==> config.mk <==
export PLATFORM = sky130hd
export DESIGN_NAME = tcc_fifo
export DESIGN_NICKNAME = d
export VERILOG_FILES = /design/src/sv/tcc_pkg.sv /design/src/sv/tcc_fifo.sv
export SDC_FILE = /design/constraint.sdc
export NUM_CORES = 1
export LEC_CHECK = 0
export ABC_AREA = 1
export BUFFER_PORTS_ARGS = -buffer_cell sky130_fd_sc_hd__buf_2
export CORE_MARGIN = 8
export CORE_UTILIZATION = 40
export CTS_BUF_LIST = sky130_fd_sc_hd__clkbuf_8
export DETAILED_ROUTE_END_ITERATION = 6
export HOLD_SLACK_MARGIN = 0.08
export SYNTH_ARGS = -nofsm -noshare
export SYNTH_HDL_FRONTEND = slang
export SYNTH_SLANG_ARGS = --single-unit
==> constraint.sdc <==
create_clock -name clk -period 6.7 [get_ports clk]
set_clock_uncertainty 0.15 [all_clocks]
set_input_delay 1.34 -clock clk [delete_from_list [all_inputs] [get_ports clk]]
set_output_delay 1.34 -clock clk [all_outputs]
set_load 0.02 [all_outputs]
==> src/sv/tcc_pkg.sv <==
`default_nettype none

package tcc_pkg;

  // Register indexes on the configuration port.
  localparam logic [2:0] REG_ADJ_X = 3'd0;
  localparam logic [2:0] REG_ADJ_Y = 3'd1;
  localparam logic [2:0] REG_ADJ_Z = 3'd2;
  localparam logic [2:0] REG_HI_X  = 3'd3;
  localparam logic [2:0] REG_HI_Y  = 3'd4;
  localparam logic [2:0] REG_HI_Z  = 3'd5;

  // Scaled magnetometer axis: raw * (code + 128) + 16 * offset.
  localparam int MAG_W = 26;

  // How the accelerometer vector lies, which picks the heading formula.
  typedef enum logic [1:0] {
    TILT_GENERAL = 2'd0,
    TILT_LEVEL   = 2'd1,
    TILT_NONE    = 2'd2
  } tilt_kind_t;

  typedef struct packed {
    logic signed [15:0] ax;
    logic signed [15:0] ay;
    logic signed [15:0] az;
    logic signed [15:0] mx;
    logic signed [15:0] my;
    logic signed [15:0] mz;
    tilt_kind_t         kind;
  } tcc_item_t;

  // atan(2^-i) with 2^32 units per turn.
  localparam logic [31:0] ARC_TABLE [24] = '{
    32'h20000000, 32'h12E4051E, 32'h09FB385B, 32'h051111D4, 32'h028B0D43,
    32'h0145D7E1, 32'h00A2F61E, 32'h00517C55, 32'h0028BE53, 32'h00145F2F,
    32'h000A2F98, 32'h000517CC, 32'h00028BE6, 32'h000145F3, 32'h0000A2FA,
    32'h0000517D, 32'h000028BE, 32'h0000145F, 32'h00000A30, 32'h00000518,
    32'h0000028C, 32'h00000146, 32'h000000A3, 32'h00000051
  };

  // Table angle rounded half up to a coarser turn.
  function automatic logic [31:0] arc_rounded(input logic [4:0] idx, input int sh);
    logic [32:0] sum;
    sum = {1'b0, ARC_TABLE[idx]} + (33'd1 << (sh - 1));
    return 32'(sum >> sh);
  endfunction

endpackage

`default_nettype wire

==> src/sv/tcc_fifo.sv <==
`default_nettype none

module tcc_fifo import tcc_pkg::*; (
  input  wire logic      clk,
  input  wire logic      rst_n,
  input  wire logic      push,
  input  tcc_item_t      din,
  output logic           full,
  input  wire logic      pop,
  output tcc_item_t      dout,
  output logic           empty
);

  tcc_item_t  slot_r [2];
  logic       wr_ptr_r, rd_ptr_r;
  logic [1:0] cnt_r;

  assign full  = (cnt_r == 2'd2);
  assign empty = (cnt_r == 2'd0);
  assign dout  = slot_r[rd_ptr_r];

  always_ff @(posedge clk) begin
    if (!rst_n) begin
      wr_ptr_r <= 1'b0;
      rd_ptr_r <= 1'b0;
      cnt_r    <= 2'd0;
    end else begin
      if (push) wr_ptr_r <= !wr_ptr_r;
      if (pop)  rd_ptr_r <= !rd_ptr_r;
      if (push && !pop) begin
        cnt_r <= cnt_r + 2'd1;
      end else if (pop && !push) begin
        cnt_r <= cnt_r - 2'd1;
      end
    end
  end

  always_ff @(posedge clk) begin
    if (push) slot_r[wr_ptr_r] <= din;
  end

endmodule

`default_nettype wire

==> flow_summary_export.csv <==
group,metric,value,unit
sta,pins_over_slew_limit,0,
setup_path,worstSetupEndpointType,"primary output",
global_route,grt_use_total,12.54,%
drt,detail_route.wl_per_cell,18.35,um
pwr,power.share.clock,35.8,%
job,maxCapViolCount,0,
logic_synthesis,synthAdderAreaFrac,0.1697,%
setup_path,ff2ff_setup_slack,4440,ps
min_path,holdCritStartpoint,"rd_ptr_r$_SDFFE_PN0P_",
floorplanning,top_level_ports,202,
global_route,grt_util_met3,5.108,%
drt,route.final.wire_length,15.14,mm
cells_and_area,drive_above_1_share,58.66,%
global_route,first_pass_grt_wire_length,22.27,mm
logic_synthesis,cell_type_with_the_largest_total_area_after_synthesis,"edfxtp_1",
sta,slew_headroom,40.43,%
setup_path,crit_path_start_kind,"register",
setup_path,rr_startpoint,"wr_ptr_r$_SDFFE_PN0P_",
cells_and_area,layout-area-overhead-vs-synth,25.66,%
sta,grt_setup_unrepaired,"no",
floorplanning,start_util,40.90,%
floorplanning,dieHeight,151.8,um
pwr,share_comb_of_total_power,10.5,%
cells_and_area,final_cells,825,
pwr,power_density,298.2,nW/um^2
placement,finalWeightedCongestion,0.7132,
clock_network,clkTransAtPathRegs,60,ps
setup_path,path_class,"register to primary output",
drt,detail_route.first_pass.iterations,4,
floorplanning,row_count,49,
floorplanning,placeableCoreArea,18020,sq um
logic_synthesis,synthDominantCellAreaShare,79.84,%
sta,max_clock_freq,243.0,MHz
global_route,grt-ovfl-total,0,
setup_path,rr_worst_depth,3,
setup_path,worst_path_arrival_time,2620,ps
sta,final.min_clock_period,4114,ps
logic_synthesis,yosysSeqAreaShare,81.19,%
logic_synthesis,synth_top_family_by_area,"multiplexers",
cells_and_area,num-nets-final,673,
global_route,grtUsageMet1,14.95,%
global_route,largest_net_degree_at_the_start_of_global_routing,62,
clock_network,ctsResizeCount,0,
drt,avgViaCountPerCell,4.641,
logic_synthesis,netlist-cell-type-count,14,
clock_network,cts_hold_buffers,0,
sta,finalSetupTns,0,ps
logic_synthesis,yosys.area_share.xor_xnor,0,%
clock_network,count_of_buffers_added_by_post_cts_timing_repair_for_setup,0,
global_route,globalRoute.busiestLayer,"met2",
clock_network,clock_latency,480,ps
floorplanning,die_area,23030,sq um
cells_and_area,seq_area,5989,sq um
sta,final_clock_period_utilization_by_the_worst_path,61.41,%
placement,detailed_placement_wirelength_estimate,10.24,mm
sta,final-setup-viol-count,0,
clock_network,cts_sinks,201,
sta,max_slew.worst_pin.slew,893.6,ps
global_route,first_global_vias,4321,
clock_network,cts-buffers-inserted,34,
cells_and_area,fill_cells,1526,
clock_network,cts_root_buf,"clkbuf_8",
logic_synthesis,number_of_storage_elements_in_the_synthesis_netlist,201,
pwr,switching_share,23.32,%
floorplanning,die-width,151.8,um
logic_synthesis,post_synth_main_area_contributors,"edfxtp_1, mux2_2, mux2_4, dfxtp_1, buf_6",
logic_synthesis,syn_area,7372,sq um
setup_path,crit_fanout,61,
min_path,min_delay_path_depth,2,
setup_path,critPathRequiredTime,5210,ps
drt,drcViolationCount,0,
logic_synthesis,share_of_the_synthesized_area_in_compound_gates_ao_oa_aoi_oai,0.1358,%
setup_path,r2r_end,"slot_r[1][87]$_DFFE_PP_",
logic_synthesis,synth.yosys.warnings,0,
cells_and_area,multi_input_area,1284,sq um
sta,hold_viol_final,0,
placement,dpl.cell_count,763,
pwr,netSwitchingPower,0.6443,mW
drt,drt.antenna.violating_nets,0,
logic_synthesis,synth.mux.area_fraction,15.99,%
placement,port-buffer-count,201,
logic_synthesis,postSynthNetCount,443,
pwr,total_leakage_power,3.601,nW
global_route,initial_antenna_violation_count,2,
pwr,power_frac_seq,53.7,%
logic_synthesis,post_synth_inst_count,340,
logic_synthesis,synth_simple_gate_area_share,1.018,%
drt,drtIter0Drc,163,
clock_network,cts_tree,"done",
clock_network,cts.htree.levels,2,
logic_synthesis,synth_area_per_cell,21.68,sq um
pwr,power.internal,2.118,mW
global_route,global_route.usage.met2,20.20,%
cells_and_area,postLayoutCoreUtil,51.40,%
min_path,hp-class,"register to register",
run_status,run_status,"finished clean",
pwr,ir_worst_vdd,165.3,uV
clock_network,longest_clk_path_bufs,3,
drt,vias,3829,
logic make-up after synthesis:
logic type	after synthesis
buffers and inverters	19
AND/OR/NAND/NOR	19
flip-flops	201
AO/OA/AOI/OAI	2
adder cells (fa/ha/maj)	1
multiplexers	98
placed cells by master, fill, tap and decap left out:
cell type  synthesis  final
clkinv_2           0      3
nor2_1             9      8
inv_4              0      1
clkinv_1           0      6
buf_4              0      4
a21oi_1            1      1
edfxtp_1         196    196
dfxtp_1            5      4
ha_1               1      1
clkbuf_8           0     40
buf_2              7    201
mux2_2            78     78
dfxtp_4            0      1
nand4_1            1      1
diode_2            0      1
nor2_4             0      1
inv_1              8     19
nand3_1            1      1
mux2_4            20     20
o21ai_0            1      1
nand2_1            8      8
layout make-up:
class	count	area share, %
timing repair buffer	205	11.18
sequential	201	64.65
multi-input combinational	120	13.86
antenna	1	0.02701
clock buffer	40	5.943
clock inverter	21	0.8914
inverter	8	0.3512
tap	229	3.093
worst max-delay path, cell delays in order, from the launching register on:
cell	delay, ps
dfxtp_4	930
buf_4	580
mux2_2	410
buf_2	160
metrics by stage:
stage | hold slack [ps] | power (mW) | cell area [sq um] | setup WS (ps)
floorplan | 313.5 | 1.692 | 7372 | 509.4
global placement | 327.8 | 1.798 | 8628 | 3084
detailed placement | 345.6 | 1.806 | 8628 | 3040
CTS | 359.6 | 2.814 | 9261 | 2496
global route | 406.2 | 2.881 | 9264 | 2396
finish | 353.1 | 2.762 | 9264 | 2586
state kept, by name, summed over array words and instances, names as in the netlist, named ones only:
register	cells
cnt_r	2
slot_r	196
wr_ptr_r	1
rd_ptr_r	1
synth_stat cells:
| library cell | n |
|---|---|
| mux2_4 | 20 |
| nand4_1 | 1 |
| nand3_1 | 1 |
| buf_2 | 7 |
| ha_1 | 1 |
| edfxtp_1 | 196 |
| nand2_1 | 8 |
| inv_1 | 8 |
| nor2_1 | 9 |
| a21oi_1 | 1 |
| mux2_2 | 78 |
| buf_6 | 4 |
| dfxtp_1 | 5 |
| o21ai_0 | 1 |
worst max-delay path by stage:
| stage | start | end | slack (ps) | depth (start not counted) |
|---|---|---|---|---|
| 2_1_floorplan | push | slot_r[0][0]$_DFFE_PP_ | 510 | 2 |
| 3_3_place_gp | register | dout[27] | 3080 | 3 |
| 3_5_place_dp | register | dout[94] | 3040 | 3 |
| 4_1_cts | register | dout[94] | 2500 | 3 |
| 5_1_grt | register | dout[59] | 2400 | 3 |
| 6_report | register | dout[94] | 2590 | 3 |
power groups by stage:
stage          sequential (mW)  clock [mW]  combinational, mW
3_3_place_gp              1.51           0              0.289
3_5_place_dp              1.51           0              0.294
4_1_cts                   1.49        1.03              0.296
5_1_grt                   1.49        1.08              0.311
2_1_floorplan             1.50           0              0.193
6_report                  1.48       0.989              0.289
per-layer routing:
layer / part of all wire [%] / vias up
li1: - / 1796
met4: 1.5 / 2
met2: 47 / 155
met3: 10 / 22
met1: 41 / 1854
met5: 0.066 / -
Power figures use the tool's default switching activity.
