===== src/sv/tcc_pkg.sv =====
`default_nettype none

package tcc_pkg;

  // Register indexes on the configuration port.
  localparam logic [2:0] REG_ADJ_X = 3'd0;
  localparam logic [2:0] REG_ADJ_Y = 3'd1;
  localparam logic [2:0] REG_ADJ_Z = 3'd2;
  localparam logic [2:0] REG_HI_X  = 3'd3;
  localparam logic [2:0] REG_HI_Y  = 3'd4;
  localparam logic [2:0] REG_HI_Z  = 3'd5;

  // Scaled magnetometer axis: raw * (code + 128) + 16 * offset.
  localparam int MAG_W = 26;

  // How the accelerometer vector lies, which picks the heading formula.
  typedef enum logic [1:0] {
    TILT_GENERAL = 2'd0,
    TILT_LEVEL   = 2'd1,
    TILT_NONE    = 2'd2
  } tilt_kind_t;

  typedef struct packed {
    logic signed [15:0] ax;
    logic signed [15:0] ay;
    logic signed [15:0] az;
    logic signed [15:0] mx;
    logic signed [15:0] my;
    logic signed [15:0] mz;
    tilt_kind_t         kind;
  } tcc_item_t;

  // atan(2^-i) with 2^32 units per turn.
  localparam logic [31:0] ARC_TABLE [24] = '{
    32'h20000000, 32'h12E4051E, 32'h09FB385B, 32'h051111D4, 32'h028B0D43,
    32'h0145D7E1, 32'h00A2F61E, 32'h00517C55, 32'h0028BE53, 32'h00145F2F,
    32'h000A2F98, 32'h000517CC, 32'h00028BE6, 32'h000145F3, 32'h0000A2FA,
    32'h0000517D, 32'h000028BE, 32'h0000145F, 32'h00000A30, 32'h00000518,
    32'h0000028C, 32'h00000146, 32'h000000A3, 32'h00000051
  };

  // Table angle rounded half up to a coarser turn.
  function automatic logic [31:0] arc_rounded(input logic [4:0] idx, input int sh);
    logic [32:0] sum;
    sum = {1'b0, ARC_TABLE[idx]} + (33'd1 << (sh - 1));
    return 32'(sum >> sh);
  endfunction

endpackage

`default_nettype wire


===== src/sv/tcc_front.sv =====
`default_nettype none

module tcc_front import tcc_pkg::*; (
  input  wire logic               clk,
  input  wire logic               rst_n,
  input  wire logic               in_valid,
  output logic                    in_ready,
  input  wire logic signed [15:0] accel_x,
  input  wire logic signed [15:0] accel_y,
  input  wire logic signed [15:0] accel_z,
  input  wire logic signed [15:0] mag_x,
  input  wire logic signed [15:0] mag_y,
  input  wire logic signed [15:0] mag_z,
  input  wire logic               mag_ready,
  input  wire logic               mag_overflow,
  input  wire logic               q_full,
  output logic                    q_push,
  output tcc_item_t               q_item
);

  logic signed [15:0] held_x_r, held_y_r, held_z_r;
  logic               take_mag;

  assign in_ready = !q_full;
  assign q_push   = in_valid && !q_full;
  assign take_mag = mag_ready && !mag_overflow;

  always_ff @(posedge clk) begin
    if (!rst_n) begin
      held_x_r <= '0;
      held_y_r <= '0;
      held_z_r <= '0;
    end else if (q_push && take_mag) begin
      held_x_r <= mag_x;
      held_y_r <= mag_y;
      held_z_r <= mag_z;
    end
  end

  always_comb begin
    q_item.ax = accel_x;
    q_item.ay = accel_y;
    q_item.az = accel_z;
    q_item.mx = take_mag ? mag_x : held_x_r;
    q_item.my = take_mag ? mag_y : held_y_r;
    q_item.mz = take_mag ? mag_z : held_z_r;
    if ((accel_y != '0) || (accel_z != '0)) begin
      q_item.kind = TILT_GENERAL;
    end else if (accel_x != '0) begin
      q_item.kind = TILT_LEVEL;
    end else begin
      q_item.kind = TILT_NONE;
    end
  end

endmodule

`default_nettype wire


===== config.mk =====
export PLATFORM = sky130hd
export DESIGN_NAME = tcc_front
export DESIGN_NICKNAME = d
export VERILOG_FILES = /design/src/sv/tcc_pkg.sv /design/src/sv/tcc_front.sv
export SDC_FILE = /design/constraint.sdc
export NUM_CORES = 1
export LEC_CHECK = 0
export BUFFER_PORTS_ARGS = -buffer_cell sky130_fd_sc_hd__buf_2
export CORE_AREA = 3 3 84 86
export DETAILED_ROUTE_END_ITERATION = 8
export DIE_AREA = 0 0 87 89
export PLACE_DENSITY_LB_ADDON = 0.25
export SKIP_CTS_REPAIR_TIMING = 1
export SLEW_MARGIN = 20
export SYNTH_ARGS = -nofsm -noshare
export SYNTH_HDL_FRONTEND = slang
export SYNTH_SLANG_ARGS = --single-unit

===== constraint.sdc =====
create_clock -name clk -period 2.3 [get_ports clk]
set_input_delay 0.345 -clock clk [delete_from_list [all_inputs] [get_ports clk]]
set_output_delay 0.345 -clock clk [all_outputs]
set_load 0.01 [all_outputs]

==> key figures, run 1 <==
Run status
  – Status: complete, no violations

Critical path
  – CP top delay family: buffers and inverters
  – CP required: 1.96 ns
  – CP bufs+invs: 3
  – CP cell instances: buf_2, nor2b_4, buf_12, mux2_2, buf_2
  – Worst path max stage delay: 0.38 ns
  – Most used cell, CP: buf_2
  – Startpoint Class: input pin
  – Slowest stage cell on the critical path: mux2_2
  – Crit Path Max Fanout: 48
  – Arr. time, crit path: 1.40 ns
  – Crit path kind: in2out
  – Crit end category: primary output

Logic synthesis
  – Synth area leader: dfxtp_1
  – Syn_nets: 432
  – Post-Synthesis Cell Area: 2860 um^2
  – Synthesized area per cell: around 8.7 um^2
  – Syn Inst Count: 330
  – Ys Warns: 0
  – Synth top area cells: dfxtp_1, buf_4, nand2_1
  – Yosys top cell area share: 33.6%
  – Post-synthesis register bit count: 48
  – Sequential area share after synthesis: between 30 and 40%
  – Distinct cells, synth: 19

Clock tree
  – Htree depth: 2
  – Clock Path Buffers: 2
  – CTS tree: yes
  – Root Buffer: clkbuf_8
  – TritonCTS buffer count: 5
  – Clock-pin slew on the worst setup and hold paths: 0.09 ns
  – Clock sinks: 48
  – Clock Latency Late Sink: between 0.2 and 0.3 ns

STA
  – Final setup fails: 0
  – Setup TNS: 0 ns
  – Final hold viol count: 0
  – Slew Limit Fails: 0
  – Final period util: 76.0%
  – Fmax: between 500 and 600 MHz
  – Minimum clock period: 1.75 ns
  – Clock Skew: 0 ns
  – Slew margin rel.: 53.7%
  – RSZ-0062 raised after global routing: false
  – Worst slew pin tran: 0.695 ns

Routing
  – DR iter-0 viols: 87
  – Antenna viol nets, final: 0
  – Vias: roughly 2,700
  – Wirelength, routed: 7.29 mm
  – Vias/cell: 4.89
  – DRC viols: 0
  – DRT Pass-1 Iters: 4
  – Routed len/inst: 13.2 um

Placement
  – Detailed placer's ending HPWL: 5.48 mm
  – Final GP Congestion: 0.766
  – Cell Area, Placed: 3520 um^2
  – I/O Buffers: 201

Die
  – Num rows: 29
  – Ports: 202
  – Starting density of the core: 45.0%
  – Chip height: 89 um
  – Die Wd: 87 um
  – Die ar.: 7740 um^2
  – Core ar.: 6350 um^2

Hold path
  – Worst Hold Class: in2reg

Global route
  – Vias in the first global route: around 2,400
  – Total global-route track usage: 17.8%
  – GR Overflow Total: 0
  – First-pass GRT wire length: about 11 mm
  – Initial antenna violation count: 0
  – Pin count of the biggest net entering global routing: 49

Final layout
  – # diodes: 0
  – # nets final: 575
  – Final instance area: 3610 um^2
  – Share of cells above drive strength 1: 51.3%
  – Area Overhead vs Synth: 26.5%
  – Layout Utilization: 56.9%

Power
  – Power per cell area: between 400 and 500 nW/um^2
  – Leak pwr: 1.76 nW
  – Max rail drop VDD: 318 uV

Flow run
  – Max-Cap Viols: 0
==> routing by layer <==
layer	vias to the layer above	wire, um	track usage (%)
met4	0	31	3.82
li1	1344	-	-
met2	124	3750	34.0
met5	-	0	0
met1	1222	2780	19.9
met3	2	724	4.33
==> synth_stat cells <==
cell type	number
a21boi_0	28
a21boi_1	20
and4bb_2	1
buf_1	1
buf_2	7
buf_4	50
buf_6	5
clkbuf_1	5
dfxtp_1	48
inv_1	1
mux2_1	20
mux2_2	28
nand2_1	96
nand4_1	3
nand4bb_1	1
nor2b_1	2
nor3_1	1
nor3b_1	1
nor4_1	12
==> kinds of logic after synthesis <==
| logic type | after synthesis | share of synthesized area (%) |
|---|---|---|
| AO/OA/AOI/OAI | 48 | 12.6 |
| AND/OR/NAND/NOR | 117 | 17.6 |
| flip-flops | 48 | 33.6 |
| buffers and inverters | 69 | 17.2 |
| multiplexers | 48 | 18.9 |
==> report_power, final <==
group	switching [mW]	internal, mW
combinational	0.188	0.193
clock	0.276	0.246
sequential	0.00788	0.848
total	0.472	1.29
==> tightest hold or removal path, cell delays in order <==
cell	delay [ns]
buf_2	0.10
nand2_1	0.05
a21boi_1	0.05
==> cell usage in the layout, fill, tap and decap left out <==
master | Yosys | routed
clkbuf_8 | 0 | 6
mux2_2 | 28 | 28
clkinv_2 | 0 | 1
buf_2 | 7 | 201
and4bb_2 | 1 | 1
a21boi_0 | 28 | 28
nor3b_1 | 1 | 1
nand4bb_2 | 0 | 1
nand4_1 | 3 | 3
buf_12 | 0 | 1
a21boi_1 | 20 | 20
nor4_1 | 12 | 12
inv_1 | 1 | 1
buf_4 | 50 | 2
mux2_1 | 20 | 20
dfxtp_1 | 48 | 48
nand2_1 | 96 | 96
nor3_1 | 1 | 1
nor2b_1 | 2 | 1
nor2b_4 | 0 | 1
inv_6 | 0 | 1
==> layout make-up <==
cell class | count | area [um^2]
Tap cell | 77 | 96.3
Clock buffer | 6 | 82.6
Timing Repair Buffer | 204 | 1040
Clock inverter | 2 | 13.8
Multi-Input combinational cell | 213 | 1420
Fill cell | 618 | 2740
Sequential cell | 48 | 961
Inverter | 1 | 3.75
==> registers in the layout, summed over array words and instances (netlist names) <==
signal	flops
held_x_r	16
held_y_r	16
held_z_r	16
==> final timing paths <==
check	start	end	slack (ns)	cells after the start
setup / recovery	mag_ready	q_item[19]	0.55	5
hold reg to reg	held_y_r[13]	held_y_r[13]	0.45	2
setup reg to reg	held_x_r[10]	held_x_r[10]	1.65	2
hold / removal	mag_y[5]	held_y_r[5]	0.29	3
==> per-stage QoR <==
stage / hold WS, ns / power (mW) / cells / setup WS [ns]
after floorplan: 0.431 / 1.11 / 330 / 0.752
after global placement: 0.437 / 1.26 / 543 / 0.543
after detailed placement: 0.445 / 1.26 / 543 / 0.535
after CTS: 0.273 / 1.79 / 551 / 0.536
after global routing: 0.276 / 1.86 / 551 / 0.462
final: 0.289 / 1.76 / 551 / 0.552
No activity file was read; power rests on OpenSTA's default activity.
==> inputs of run 2 (changes only) <==
--- a/config.mk
+++ b/config.mk
@@ -6,9 +6,9 @@
 export NUM_CORES = 1
 export LEC_CHECK = 0
 export BUFFER_PORTS_ARGS = -buffer_cell sky130_fd_sc_hd__buf_2
-export CORE_AREA = 3 3 84 86
+export CORE_AREA = 3 3 92 94
 export DETAILED_ROUTE_END_ITERATION = 8
-export DIE_AREA = 0 0 87 89
+export DIE_AREA = 0 0 95 97
 export PLACE_DENSITY_LB_ADDON = 0.25
 export SKIP_CTS_REPAIR_TIMING = 1
 export SLEW_MARGIN = 20
==> constraint.sdc (replaced) <==
create_clock -name clk -period 1.6 [get_ports clk]
set_input_delay 0.24 -clock clk [delete_from_list [all_inputs] [get_ports clk]]
set_output_delay 0.24 -clock clk [all_outputs]
set_load 0.01 [all_outputs]
==> run 2 against run 1 <==
Sequential share of layout area shrank 0.58 points. Register-to-register slack worse by 0.70 ns. Final area increased by 2.2%. Combinational power is 50% higher. Critical endpoint is now q_item[18]. Worst setup slack got worse by 0.46 ns. Highest routed layer unchanged. Sequential power is 44% higher. Count of clock-buffer cells in the layout is 1 higher.
==> key figures, run 2 (same netlist as run 1, synthesis figures left out) <==
Placement
  – Placed insts: 570 (+5.0%)
  – Final GP Congestion: 0.748 (-2.3%)
  – I/O Buffers: 201 (unchanged)
  – Detailed placer's ending HPWL: 6.21 mm (+13%)

Critical path
  – Arr. time, crit path: 1.27 ns (-0.13 ns)
  – Slowest stage cell on the critical path: mux2_2
  – CP cell instances: buf_2, nor2b_4, buf_12, mux2_2, buf_2
  – Crit end category: primary output
  – Worst path max stage delay: 0.36 ns (-0.02 ns)
  – Crit path kind: in2out
  – Most used cell, CP: buf_2
  – CP top delay family: buffers and inverters
  – CP bufs+invs: 3 (unchanged)
  – CP required: 1.36 ns (-0.60 ns)
  – Startpoint Class: input pin
  – Crit Path Max Fanout: 29 (-40%)

Routing
  – Wirelength, routed: 8.05 mm (+10%)
  – DRC viols: 0 (unchanged)
  – Vias/cell: 4.66 (-4.6%)
  – Antenna viol nets, final: 0 (unchanged)
  – DRT Pass-1 Iters: 4 (unchanged)
  – Vias: 2,694 (+0.074%)
  – Routed len/inst: 13.9 um (+5.3%)
  – DR iter-0 viols: 74 (-15%)

Clock tree
  – Clock-pin slew on the worst setup and hold paths: 0.08 ns (about the same)
  – CTS tree: yes
  – Clock Path Buffers: 2 (unchanged)
  – Root Buffer: clkbuf_8
  – TritonCTS buffer count: 5 (unchanged)
  – Htree depth: 2 (unchanged)
  – Clock sinks: 48 (unchanged)
  – Clock Latency Late Sink: 0.29 ns (about the same)

Final layout
  – Top flop regs: held_x_r x16, held_y_r x16, held_z_r x16
  – Most frequent cells in the layout: buf_2, nand2_1, dfxtp_1, mux2_2, a21boi_0
  – Final std cells w/o fill: 578 (+4.9%)
  – # nets final: 577 (+0.35%)
  – # diodes: 0 (unchanged)
  – Share of cells above drive strength 1: 51.3% (about the same)
  – Commonest non-fill, non-tap cell in the layout: buf_2
  – Area Overhead vs Synth: 29.3%

STA
  – Final setup fails: 0 (unchanged)
  – Final period util: between 90% and 100%
  – Minimum clock period: 1.51 ns
  – Worst slew pin tran: 0.506 ns (-0.188 ns)
  – Fmax: roughly 660 MHz
  – Slew Limit Fails: 0 (unchanged)
  – Final hold viol count: 0 (unchanged)
  – RSZ-0062 raised after global routing: false
  – Slew margin rel.: 66.2% (+13 points)
  – Setup TNS: 0 ns (unchanged)
  – Clock Skew: 0 ns (unchanged)

Global route
  – Vias in the first global route: 2,635 (+7.9%)
  – GR Overflow Total: 0 (unchanged)
  – Total global-route track usage: 16.3% (-1.5 points)
  – Initial antenna violation count: 0 (unchanged)
  – Pin count of the biggest net entering global routing: 49 (unchanged)
  – First-pass GRT wire length: 12.1 mm (+9.5%)

Power
  – Final Power: 2.55 mW (+45%)
  – Power per cell area: 689 nW/um^2 (+42%)
  – Leak pwr: 1.77 nW (+0.79%)
  – Max rail drop VDD: 336 uV (+5.6%)

Run status
  – Status: complete, no violations

Die
  – Chip height: 97 um (+9.0%)
  – Starting density of the core: 37.0% (-8.0 points)
  – Ports: 202 (unchanged)
  – Core ar.: 7730 um^2 (+22%)
  – Die ar.: 9220 um^2 (+19%)
  – Die Wd: 95 um (+9.2%)
  – Num rows: 32 (+10%)

Hold path
  – Worst Hold Class: in2reg

Flow run
  – Max-Cap Viols: 0 (unchanged)
[run 2: cell types whose count changed in the layout (fill, tap and decap cells not counted)]
cell / change
buf_12: +3
buf_4: -1
clkbuf_1: +1
clkinv_2: -1
clkinvlp_4: +1
inv_6: -1
[run 2: path summary, 6_finish.rpt]
path                              startpoint            to  slack [ns]  cells past startpoint
worst max register to register  held_x_r[14]  held_x_r[14]        0.95                      2
worst min-delay path               mag_z[11]  held_z_r[11]        0.18                      3
worst min register to register  held_z_r[11]  held_z_r[11]        0.45                      2
worst max-delay path               mag_ready    q_item[18]        0.09                      5
[run 2: tightest hold or removal path: cells and delay by family]
kind / cells / cell delay [ns]
buffers and inverters: 1 / 0.10
AND/OR/NAND/NOR: 1 / 0.05
AO/OA/AOI/OAI: 1 / 0.05
[run 2: per-layer routing]
layer	vias to the layer above	routed length [um]	GRT usage, %
li1	1352	-	-
met1	1212	3140	18.3
met2	122	3890	29.0
met3	8	931	5.75
met4	0	91	3.66
met5	-	0	0
[run 2: metrics by stage]
| stage | instance area (um^2) | util, % | hold slack [ns] | setup slack, ns |
|---|---|---|---|---|
| final | 3700 | 47.8 | 0.183 | 0.0893 |
| after global placement | 3600 | 46.6 | 0.437 | 0.0972 |
| after CTS | 3700 | 47.8 | 0.169 | 0.0811 |
| after global routing | 3700 | 47.8 | 0.180 | 0.0111 |
| after floorplan | 2860 | - | 0.375 | 0.262 |
| after detailed placement | 3600 | 46.6 | 0.443 | 0.0845 |
[run 2: area by class of cell]
cell class	instances	area, um^2
inverters	1	3.75
clock buffers	7	86.3
fillers	766	4030
well taps	102	128
multi-input cells	213	1420
repair buffers	206	1090
flip-flops and latches	48	961
clock inverters	1	7.51
[run 2: power breakdown]
group | leakage (nW) | internal [mW] | total (mW) | switching [mW]
clock network | 0.0445 | 0.352 | 0.743 | 0.392
logic | 1.34 | 0.288 | 0.572 | 0.285
registers | 0.388 | 1.22 | 1.23 | 0.0114
